<file path="src/hw/rtl/thermistor_adc_to_temperature_core_defines.svh">
// ----------------------------------------------------------------------------
// thermistor adc to temperature core: assertion macros
// shared property wrappers, clocked on clk and disabled while rst_n is low
// ----------------------------------------------------------------------------
`ifndef THERMISTOR_ADC_TO_TEMPERATURE_CORE_DEFINES_SVH
`define THERMISTOR_ADC_TO_TEMPERATURE_CORE_DEFINES_SVH

`ifndef NO_ASSERTIONS
// same-cycle implication
`define TADC_ASSERT_IMP(lbl, ante, cons, msg) \
    lbl: assert property (@(posedge clk) disable iff (!rst_n) (ante) |-> (cons)) \
        else $error(msg);
// next-cycle implication
`define TADC_ASSERT_NXT(lbl, ante, cons, msg) \
    lbl: assert property (@(posedge clk) disable iff (!rst_n) (ante) |=> (cons)) \
        else $error(msg);
`else
`define TADC_ASSERT_IMP(lbl, ante, cons, msg)
`define TADC_ASSERT_NXT(lbl, ante, cons, msg)
`endif

`endif

</file>
<file path="src/hw/rtl/tadc_pkg.sv">
`timescale 1ns / 1ps
// ----------------------------------------------------------------------------
// tadc_pkg
// constants, calibration table and beat types for the thermistor converter
// ----------------------------------------------------------------------------
package tadc_pkg;

    localparam int FRAC_BITS = 8;
    localparam int CODE_W    = 12;
    localparam int TEMP_W    = 16;

    // resistance = CTRL_OHMS * ADC_SPAN / code
    localparam int CTRL_OHMS = 10000;
    localparam int ADC_SPAN  = 1 << CODE_W;
    localparam int DIVIDEND  = CTRL_OHMS * ADC_SPAN;
    localparam int Q1_W      = $clog2(DIVIDEND + 1);
    localparam logic [Q1_W-1:0] DIVIDEND_BITS = Q1_W'(DIVIDEND);

    localparam int DIV1_STAGES = 4;
    localparam int DIV1_STEPS  = (Q1_W + DIV1_STAGES - 1) / DIV1_STAGES;

    // calibration table
    localparam int POINTS = 15;
    localparam int SEGS   = POINTS - 1;
    localparam int SEG_W  = $clog2(POINTS);
    localparam int OHMS_W = 21;
    localparam int DIFF_W = 20;
    localparam int TTBL_W = 8;
    localparam int DT_W   = 4;

    localparam logic [OHMS_W-1:0] TBL_OHMS [POINTS] = '{
        21'd1733200, 21'd959000, 21'd551410, 21'd327240, 21'd199990,
        21'd125250,  21'd100000, 21'd81000,  21'd53500,  21'd35900,
        21'd25000,   21'd17550,  21'd12540,  21'd9100,   21'd6710
    };

    localparam logic signed [TTBL_W-1:0] TBL_TEMP [POINTS] = '{
        -8'sd30, -8'sd20, -8'sd10, 8'sd0,  8'sd10, 8'sd20, 8'sd25, 8'sd30,
        8'sd40,  8'sd50,  8'sd60,  8'sd70, 8'sd80, 8'sd90, 8'sd100
    };

    // interpolation widths
    localparam int NUM_W = DT_W + DIFF_W + FRAC_BITS;
    localparam int Q2_W  = DT_W + FRAC_BITS;
    localparam int DIV2_STAGES = 2;
    localparam int DIV2_STEPS  = (Q2_W + DIV2_STAGES - 1) / DIV2_STAGES;
    localparam int SUM_W = TTBL_W + FRAC_BITS + 2;

    typedef struct packed {
        logic             ok;
        logic [SEG_W-1:0] seg;
        logic [NUM_W-1:0] num;
    } frac_req_t;

    typedef struct packed {
        logic             ok;
        logic [SEG_W-1:0] seg;
        logic [Q2_W-1:0]  frac;
    } frac_rsp_t;

    // resistance span of a segment
    function automatic logic [DIFF_W-1:0] seg_span(input logic [SEG_W-1:0] seg);
        logic [OHMS_W-1:0] d;
        d = TBL_OHMS[seg] - TBL_OHMS[seg + 1'b1];
        return d[DIFF_W-1:0];
    endfunction

    // temperature step of a segment, always positive
    function automatic logic [DT_W-1:0] seg_dt(input logic [SEG_W-1:0] seg);
        logic signed [TTBL_W-1:0] d;
        d = TBL_TEMP[seg + 1'b1] - TBL_TEMP[seg];
        return d[DT_W-1:0];
    endfunction

endpackage

</file>
<file path="src/hw/rtl/thermistor_adc_to_temperature_core.sv">
`timescale 1ns / 1ps
// ----------------------------------------------------------------------------
// thermistor_adc_to_temperature_core
// adc code to resistance, table lookup and linear interpolation to degC/256
// ----------------------------------------------------------------------------
// pipeline stages: 4 reciprocal divider, 3 segment search / numerator,
//   2 fraction divider, 1 output register
// throughput: one beat per cycle while result_ready is high, set by the two pipelined dividers
// a stalled result only blocks input once all ten stages hold beats
// reset: rst_n clears every stage valid bit, payload registers are not reset
// ----------------------------------------------------------------------------
`include "thermistor_adc_to_temperature_core_defines.svh"

module thermistor_adc_to_temperature_core (
    input  logic                               clk,
    input  logic                               rst_n,
    input  logic                               adc_valid,
    output logic                               adc_ready,
    input  logic [tadc_pkg::CODE_W-1:0]        adc_code,
    output logic                               result_valid,
    input  logic                               result_ready,
    output logic                               valid_res,
    output logic signed [tadc_pkg::TEMP_W-1:0] temperature
);
    import tadc_pkg::*;

    // saturation bounds of the 16-bit result
    localparam logic signed [SUM_W-1:0] SAT_HI = SUM_W'(2 ** (TEMP_W - 1) - 1);
    localparam logic signed [SUM_W-1:0] SAT_LO = SUM_W'(-(2 ** (TEMP_W - 1)));

    // expected output range for a valid beat (table ends, saturated)
    localparam int T_LO_RAW = TBL_TEMP[0] * (2 ** FRAC_BITS);
    localparam int T_HI_RAW = TBL_TEMP[POINTS-1] * (2 ** FRAC_BITS);
    localparam int T_LO = (T_LO_RAW < -(2 ** (TEMP_W - 1))) ? -(2 ** (TEMP_W - 1))
                                                          : T_LO_RAW;
    localparam int T_HI = (T_HI_RAW > 2 ** (TEMP_W - 1) - 1) ? 2 ** (TEMP_W - 1) - 1
                                                           : T_HI_RAW;

    // reciprocal divider -> segment stages
    logic              ohms_valid, ohms_ready;
    logic [Q1_W-1:0]   ohms;

    // segment stages -> fraction divider
    logic              req_valid, req_ready;
    frac_req_t         req;

    // fraction divider -> output register
    logic              rsp_valid;
    logic              out_en;
    frac_rsp_t         rsp;

    // output register
    logic                     out_v_reg;
    logic                     ok_reg, ok_next;
    logic signed [TEMP_W-1:0] temp_reg, temp_next;

    logic signed [SUM_W-1:0]  base;
    logic signed [SUM_W-1:0]  sum;

    // resistance in ohms: 40960000 / code, one quotient digit per step
    tadc_recip u_recip (
        .clk       (clk),
        .rst_n     (rst_n),
        .in_valid  (adc_valid),
        .in_ready  (adc_ready),
        .code      (adc_code),
        .out_valid (ohms_valid),
        .out_ready (ohms_ready),
        .ohms      (ohms)
    );

    // out-of-table resistance (including code zero) leaves req.ok low
    tadc_seg u_seg (
        .clk       (clk),
        .rst_n     (rst_n),
        .in_valid  (ohms_valid),
        .in_ready  (ohms_ready),
        .ohms      (ohms),
        .out_valid (req_valid),
        .out_ready (req_ready),
        .req       (req)
    );

    tadc_frac_div u_frac_div (
        .clk       (clk),
        .rst_n     (rst_n),
        .in_valid  (req_valid),
        .in_ready  (req_ready),
        .req       (req),
        .out_valid (rsp_valid),
        .out_ready (out_en),
        .rsp       (rsp)
    );

    // output register takes a beat when empty or when the current one leaves
    assign out_en = !out_v_reg || result_ready;

    // base temperature of the segment plus interpolated fraction, saturated; zero when rsp.ok is low
    always_comb
    begin
        base = SUM_W'(TBL_TEMP[rsp.seg]);
        base = base <<< FRAC_BITS;
        sum  = base + SUM_W'($signed({1'b0, rsp.frac}));
        ok_next = rsp.ok;
        if (!rsp.ok) begin
            temp_next = '0;
        end
        else if (sum > SAT_HI) begin
            temp_next = SAT_HI[TEMP_W-1:0];
        end
        else if (sum < SAT_LO) begin
            temp_next = SAT_LO[TEMP_W-1:0];
        end
        else begin
            temp_next = sum[TEMP_W-1:0];
        end
    end

    always_ff @(posedge clk or negedge rst_n)
    begin
        if (!rst_n) begin
            out_v_reg <= 1'b0;
        end
        else if (out_en) begin
            out_v_reg <= rsp_valid;
        end
    end

    always_ff @(posedge clk)
    begin
        if (out_en) begin
            ok_reg   <= ok_next;
            temp_reg <= temp_next;
        end
    end

    assign result_valid = out_v_reg;
    assign valid_res    = ok_reg;
    assign temperature  = temp_reg;

    // out-of-range beats carry a zero temperature
    `TADC_ASSERT_IMP(a_invalid_is_zero, result_valid && !valid_res, temperature == '0, "invalid beat with nonzero temperature")

    // in-range beats stay within the table's temperature span
    `TADC_ASSERT_IMP(a_temp_in_span, result_valid && valid_res, (temperature >= TEMP_W'(T_LO)) && (temperature <= TEMP_W'(T_HI)), "temperature outside table span")

    // input backpressure only when the output beat is held
    `TADC_ASSERT_IMP(a_ready_only_when_held, !adc_ready, result_valid && !result_ready, "input stalled while output can drain")

    // a beat loaded from the divider shows up as a result next cycle
    `TADC_ASSERT_NXT(a_out_load, out_en && rsp_valid, result_valid && (valid_res == $past(rsp.ok)), "divider beat lost at output register")

endmodule

</file>
<file path="src/hw/rtl/tadc_recip.sv">
`timescale 1ns / 1ps
// ----------------------------------------------------------------------------
// tadc_recip
// pipelined restoring divider: constant dividend over the adc code
// ----------------------------------------------------------------------------
module tadc_recip (
    input  logic                        clk,
    input  logic                        rst_n,
    input  logic                        in_valid,
    output logic                        in_ready,
    input  logic [tadc_pkg::CODE_W-1:0] code,
    output logic                        out_valid,
    input  logic                        out_ready,
    output logic [tadc_pkg::Q1_W-1:0]   ohms
);
    import tadc_pkg::*;

    typedef struct packed {
        logic [CODE_W-1:0] code;
        logic [CODE_W-1:0] rem;
        logic [Q1_W-1:0]   q;
    } div1_t;

    function automatic div1_t div1_stage(input div1_t cur, input int stage);
        div1_t           r;
        logic [CODE_W:0] trial;
        r = cur;
        for (int j = 0; j < DIV1_STEPS; j++) begin
            if (stage * DIV1_STEPS + j < Q1_W) begin
                trial = {r.rem, DIVIDEND_BITS[Q1_W-1-stage*DIV1_STEPS-j]};
                if (trial >= {1'b0, r.code}) begin
                    trial = trial - {1'b0, r.code};
                    r.q[Q1_W-1-stage*DIV1_STEPS-j] = 1'b1;
                end
                r.rem = trial[CODE_W-1:0];
            end
        end
        return r;
    endfunction

    logic [DIV1_STAGES-1:0] v_reg;
    logic [DIV1_STAGES:0]   en;
    div1_t                  st_reg  [DIV1_STAGES];
    div1_t                  st_next [DIV1_STAGES];
    div1_t                  st_in   [DIV1_STAGES];

    // a stage takes a new beat when empty or when its successor moves
    always_comb
    begin
        en[DIV1_STAGES] = out_ready;
        for (int s = DIV1_STAGES - 1; s >= 0; s--) begin
            en[s] = !v_reg[s] || en[s+1];
        end
    end

    always_comb
    begin
        st_in[0] = '{code: code, rem: '0, q: '0};
        for (int s = 1; s < DIV1_STAGES; s++) begin
            st_in[s] = st_reg[s-1];
        end
        for (int s = 0; s < DIV1_STAGES; s++) begin
            st_next[s] = div1_stage(st_in[s], s);
        end
    end

    always_ff @(posedge clk or negedge rst_n)
    begin
        if (!rst_n) begin
            v_reg <= '0;
        end
        else begin
            if (en[0]) begin
                v_reg[0] <= in_valid;
            end
            for (int s = 1; s < DIV1_STAGES; s++) begin
                if (en[s]) begin
                    v_reg[s] <= v_reg[s-1];
                end
            end
        end
    end

    always_ff @(posedge clk)
    begin
        for (int s = 0; s < DIV1_STAGES; s++) begin
            if (en[s]) begin
                st_reg[s] <= st_next[s];
            end
        end
    end

    assign in_ready  = en[0];
    assign out_valid = v_reg[DIV1_STAGES-1];
    assign ohms      = st_reg[DIV1_STAGES-1].q;

endmodule

</file>
<file path="src/hw/rtl/tadc_seg.sv">
`timescale 1ns / 1ps
// ----------------------------------------------------------------------------
// tadc_seg
// segment search, offset into segment and scaled interpolation numerator
// ----------------------------------------------------------------------------
module tadc_seg (
    input  logic                       clk,
    input  logic                       rst_n,
    input  logic                       in_valid,
    output logic                       in_ready,
    input  logic [tadc_pkg::Q1_W-1:0]  ohms,
    output logic                       out_valid,
    input  logic                       out_ready,
    output tadc_pkg::frac_req_t        req
);
    import tadc_pkg::*;

    logic              a_v_reg, b_v_reg, c_v_reg;
    logic              a_en, b_en, c_en;

    logic              a_ok_reg, a_ok_next;
    logic [SEG_W-1:0]  a_seg_reg, a_seg_next;
    logic [OHMS_W-1:0] a_ohms_reg;

    logic              b_ok_reg;
    logic [SEG_W-1:0]  b_seg_reg;
    logic [DIFF_W-1:0] b_diff_reg, b_diff_next;
    logic [DT_W-1:0]   b_dt_reg;

    frac_req_t         c_req_reg, c_req_next;

    logic [OHMS_W-1:0]      b_sub;
    logic [DT_W+DIFF_W-1:0] c_prod;

    assign c_en     = !c_v_reg || out_ready;
    assign b_en     = !b_v_reg || c_en;
    assign a_en     = !a_v_reg || b_en;
    assign in_ready = a_en;

    // first matching segment wins on a shared boundary point
    always_comb
    begin
        a_ok_next  = 1'b0;
        a_seg_next = '0;
        for (int i = SEGS - 1; i >= 0; i--) begin
            if (ohms <= Q1_W'(TBL_OHMS[i]) && ohms >= Q1_W'(TBL_OHMS[i+1])) begin
                a_ok_next  = 1'b1;
                a_seg_next = SEG_W'(i);
            end
        end
    end

    always_comb
    begin
        b_sub       = TBL_OHMS[a_seg_reg] - a_ohms_reg;
        b_diff_next = b_sub[DIFF_W-1:0];
    end

    always_comb
    begin
        c_prod         = (DT_W+DIFF_W)'(b_dt_reg) * (DT_W+DIFF_W)'(b_diff_reg);
        c_req_next.ok  = b_ok_reg;
        c_req_next.seg = b_seg_reg;
        c_req_next.num = NUM_W'(c_prod) << FRAC_BITS;
    end

    always_ff @(posedge clk or negedge rst_n)
    begin
        if (!rst_n) begin
            a_v_reg <= 1'b0;
            b_v_reg <= 1'b0;
            c_v_reg <= 1'b0;
        end
        else begin
            if (a_en) begin
                a_v_reg <= in_valid;
            end
            if (b_en) begin
                b_v_reg <= a_v_reg;
            end
            if (c_en) begin
                c_v_reg <= b_v_reg;
            end
        end
    end

    always_ff @(posedge clk)
    begin
        if (a_en) begin
            a_ok_reg   <= a_ok_next;
            a_seg_reg  <= a_seg_next;
            a_ohms_reg <= ohms[OHMS_W-1:0];
        end
        if (b_en) begin
            b_ok_reg   <= a_ok_reg;
            b_seg_reg  <= a_seg_reg;
            b_diff_reg <= b_diff_next;
            b_dt_reg   <= seg_dt(a_seg_reg);
        end
        if (c_en) begin
            c_req_reg <= c_req_next;
        end
    end

    assign out_valid = c_v_reg;
    assign req       = c_req_reg;

endmodule

</file>
<file path="src/hw/rtl/tadc_frac_div.sv">
`timescale 1ns / 1ps
// ----------------------------------------------------------------------------
// tadc_frac_div
// pipelined restoring divider: numerator over the segment span
// ----------------------------------------------------------------------------
module tadc_frac_div (
    input  logic                clk,
    input  logic                rst_n,
    input  logic                in_valid,
    output logic                in_ready,
    input  tadc_pkg::frac_req_t req,
    output logic                out_valid,
    input  logic                out_ready,
    output tadc_pkg::frac_rsp_t rsp
);
    import tadc_pkg::*;

    typedef struct packed {
        logic              ok;
        logic [SEG_W-1:0]  seg;
        logic [NUM_W-1:0]  num;
        logic [DIFF_W-1:0] rem;
        logic [Q2_W-1:0]   q;
    } div2_t;

    function automatic div2_t div2_stage(input div2_t cur, input int stage);
        div2_t             r;
        logic [DIFF_W:0]   trial;
        logic [DIFF_W-1:0] span;
        r    = cur;
        span = seg_span(cur.seg);
        for (int j = 0; j < DIV2_STEPS; j++) begin
            if (stage * DIV2_STEPS + j < Q2_W) begin
                trial = {r.rem, r.num[Q2_W-1-stage*DIV2_STEPS-j]};
                if (trial >= {1'b0, span}) begin
                    trial = trial - {1'b0, span};
                    r.q[Q2_W-1-stage*DIV2_STEPS-j] = 1'b1;
                end
                r.rem = trial[DIFF_W-1:0];
            end
        end
        return r;
    endfunction

    logic [DIV2_STAGES-1:0] v_reg;
    logic [DIV2_STAGES:0]   en;
    div2_t                  st_reg  [DIV2_STAGES];
    div2_t                  st_next [DIV2_STAGES];
    div2_t                  st_in   [DIV2_STAGES];

    always_comb
    begin
        en[DIV2_STAGES] = out_ready;
        for (int s = DIV2_STAGES - 1; s >= 0; s--) begin
            en[s] = !v_reg[s] || en[s+1];
        end
    end

    // upper numerator bits seed the remainder; quotient fits in Q2_W bits
    always_comb
    begin
        st_in[0] = '{ok: req.ok, seg: req.seg, num: req.num,
                     rem: req.num[NUM_W-1:Q2_W], q: '0};
        for (int s = 1; s < DIV2_STAGES; s++) begin
            st_in[s] = st_reg[s-1];
        end
        for (int s = 0; s < DIV2_STAGES; s++) begin
            st_next[s] = div2_stage(st_in[s], s);
        end
    end

    always_ff @(posedge clk or negedge rst_n)
    begin
        if (!rst_n) begin
            v_reg <= '0;
        end
        else begin
            if (en[0]) begin
                v_reg[0] <= in_valid;
            end
            for (int s = 1; s < DIV2_STAGES; s++) begin
                if (en[s]) begin
                    v_reg[s] <= v_reg[s-1];
                end
            end
        end
    end

    always_ff @(posedge clk)
    begin
        for (int s = 0; s < DIV2_STAGES; s++) begin
            if (en[s]) begin
                st_reg[s] <= st_next[s];
            end
        end
    end

    assign in_ready  = en[0];
    assign out_valid = v_reg[DIV2_STAGES-1];
    assign rsp.ok    = st_reg[DIV2_STAGES-1].ok;
    assign rsp.seg   = st_reg[DIV2_STAGES-1].seg;
    assign rsp.frac  = st_reg[DIV2_STAGES-1].q;

endmodule

</file>
<file path="config.mk">
export PLATFORM = sky130hd
export DESIGN_NAME = thermistor_adc_to_temperature_core
export DESIGN_NICKNAME = d
export VERILOG_FILES = /design/src/hw/rtl/tadc_pkg.sv /design/src/hw/rtl/thermistor_adc_to_temperature_core.sv /design/src/hw/rtl/tadc_recip.sv /design/src/hw/rtl/tadc_seg.sv /design/src/hw/rtl/tadc_frac_div.sv
export VERILOG_INCLUDE_DIRS = /design/src /design/src/hw/rtl
export SDC_FILE = /design/constraint.sdc
export NUM_CORES = 2
export LEC_CHECK = 0
export ABC_AREA = 1
export CAP_MARGIN = 20
export CORE_MARGIN = 2
export CORE_UTILIZATION = 45
export CTS_BUF_LIST = sky130_fd_sc_hd__clkbuf_2
export DETAILED_ROUTE_END_ITERATION = 16
export DONT_BUFFER_PORTS = 1
export PLACE_DENSITY = 0.7
export SYNTH_ARGS = -nofsm -noshare
export SYNTH_HDL_FRONTEND = slang
export SYNTH_SLANG_ARGS = --single-unit
</file>
<file path="constraint.sdc">
create_clock -name clk -period 51.6 [get_ports clk]
set_clock_uncertainty 0.05 [all_clocks]
set_input_delay 10.32 -clock clk [delete_from_list [all_inputs] [get_ports clk]]
set_output_delay 10.32 -clock clk [all_outputs]
set_load 0.02 [all_outputs]
</file>
==> impl_metrics.tcl <==
set metrics [dict create \
    clkTransAtPathRegs_ns 0.11 \
    finalCritPeriodShare 0.522 \
    hpwl_microns 90500 \
    first_global_vias 38100 \
    rsz0062_at_grt "false" \
    layout_common_cells "nand2_1, inv_1, ha_1" \
    whs_ns 0.356 \
    hold_viol 0 \
    status "finished, final reports clean" \
    via_count 39900 \
    max_stage_delay_ns 0.58 \
    synth_edf_count 287 \
    drc_errors 0 \
    synth_simple_gate_area_share 0.223 \
    cts_buffers 76 \
    die_y_microns 313 \
    grt_max_degree 48 \
    yosys_warnings 0 \
    final_common_cell "nand2_1" \
    fin_nets 6747 \
    crit_type "in -> reg" \
    slew_headroom 0.239 \
    synth_compound_area_frac 0.182 \
    wire_per_inst_microns 15.2 \
    die_w_microns 313 \
    r2r-start "u_seg.req[35]" \
    ios 35 \
    overflow 0 \
    first_iter_violations 2759 \
    synth-seq-cells 297 \
    synth_top_family_by_area "simple AND/OR/NAND/NOR gates" \
    vias_per_cell 5.41 \
    clk_latency_ns 1.07 \
    antenna_found_initial 3 \
    largest_register_ff_count 140 \
    ant_nets 0 \
    finalSetupViolCount 0 \
    period_minus_slack_ns 26.91 \
    endpoint_kind "register" \
    grt_pass1_wl_microns 185000 \
    async_flop_share 0.0337 \
    start_util 0.454 \
    critPathArrivalTime_ns 27.65 \
    required_ns 52.34 \
    synth_cells 6083 \
    cts_tree "yes" \
    drtPass1Iterations 6 \
    drt-total-wl_microns 113000 \
    n_fill_cell 9575 \
    min-delay-path-class "reg -> reg" \
    timing.final.ws_setup_ns 24.69 \
    syn2layout_area_growth_pct 4.32 \
    avgSynthCellArea_sq_um 7.08 \
    crit_start "adc_code[2]" \
    maxSlewViolCount 0 \
    grt_usage 0.226 \
    place_ws_ns 23.70 \
    yosysSeqAreaShare 0.206 \
    rows 113 \
    die_area_sq_um 98100 \
    core_area_sq_um 94900 \
    crit_slowest_cell "nand3_1" \
    htree_num_levels 3 \
    clock_path_buffers 3 \
    max_slew.worst_pin.slew_ns 1.13 \
    post_cts_resize_count 0 \
    gp_congestion 0.948 \
    cap_violations 0 \
    ys.flop_type "edfxtp_1" \
    syn-cell-area_sq_um 43000 \
    numPortBuffers 0 \
    crit_path_start_kind "input pin" \
    hold_buffers 0 \
    setup_tns_ns 0 \
    drive_gt1_frac 0.0399 \
    postCtsSetupRepairBufs 0 \
    holdCritStartpoint "u_recip.st_reg[1][13]" \
    timing.fmax_mhz 37.2 \
    path_common_cell "nand2_1" \
    cts.sinks 297 \
    synth_cell_types 70 \
    syn-num-nets 6772 \
    path_max_fanout 22 \
    synth_adder_area_share 0.205 \
    muxShareOfSynthArea 0.000262 \
    cts_root_buf "clkbuf_2" \
    synth-xor-area-share 0.0977 \
]
==> metal layers <==
metal | track usage | wire, microns | vias to the layer above
met5 | 0 | 0 | -
met4 | 0.0812 | 3790 | 0
met3 | 0.0241 | 5080 | 221
met2 | 0.392 | 52500 | 1000
met1 | 0.291 | 51200 | 18100
li1 | - | - | 20600
==> metrics by stage <==
step	std cells	instance area [sq um]	utilization
floorplan	6083	43000	-
global placement	7243	44100	0.465
detailed placement	7244	44200	0.465
CTS	7381	44900	0.473
global route	7384	44900	0.473
finish	7384	44900	0.473
==> cell families (layout without fill, tap and decap cells) <==
| logic type | Yosys count | count (layout) |
|---|---|---|
| fa+ha+maj | 673 | 673 |
| buf+inv | 942 | 976 |
| other cells | 0 | 2 |
| compound gates | 1395 | 1395 |
| xor+xnor | 480 | 480 |
| flops | 297 | 297 |
| mux | 1 | 1 |
| simple gates | 2295 | 2295 |
==> cells in the mapped netlist (27+ instances only) <==
master	count	area share
nand2_1	1388	0.12
inv_1	802	0.070
ha_1	618	0.18
a21oi_1	557	0.065
o21ai_0	516	0.060
nor2_1	409	0.036
edfxtp_1	287	0.20
xor2_1	266	0.054
nand3_1	256	0.030
xnor2_1	214	0.044
o21bai_1	77	0.013
clkbuf_1	71	0.0062
nand4_1	66	0.0096
fa_1	55	0.026
nor3_1	50	0.0058
a21o_1	34	0.0059
nor4_1	27	0.0039
==> critical path, delay by kind of cell <==
kind,cells,cell delay (ns)
AOI/OAI and AO/OA,42,8.32
adders and majority gates,7,2.36
buffers and inverters,10,1.49
and+or+nand+nor,35,5.13
==> area by class of cell <==
cell class              count  area [sq um]  area share
diodes                      2          5.00    0.000111
clock buffers             107           536      0.0119
clock inverters            30           183     0.00407
inverters                 821          3080      0.0687
multi-input cells        4844         30500       0.679
flip-flops and latches    297          8870       0.197
well taps                1265          1580      0.0352
repair buffers             18           153     0.00340
==> path summary, 6_finish.rpt <==
check	endpoint	slack, ns	cells after the start
worst max-delay path	u_recip.st_reg[0][37]	24.69	94
worst min-delay path	u_recip.st_reg[2][13]	0.36	0
worst max register to register	u_frac_div.st_reg[0][18]	27.68	117
worst min register to register	u_recip.st_reg[2][13]	0.36	0
max in group asynchronous	u_seg.out_valid	42.44	0
min in group asynchronous	u_recip.v_reg[0]	8.89	0
Power is left out: the tool's default activity adds up to more than one toggle a clock period on the data nets, which glitch-free logic cannot reach.
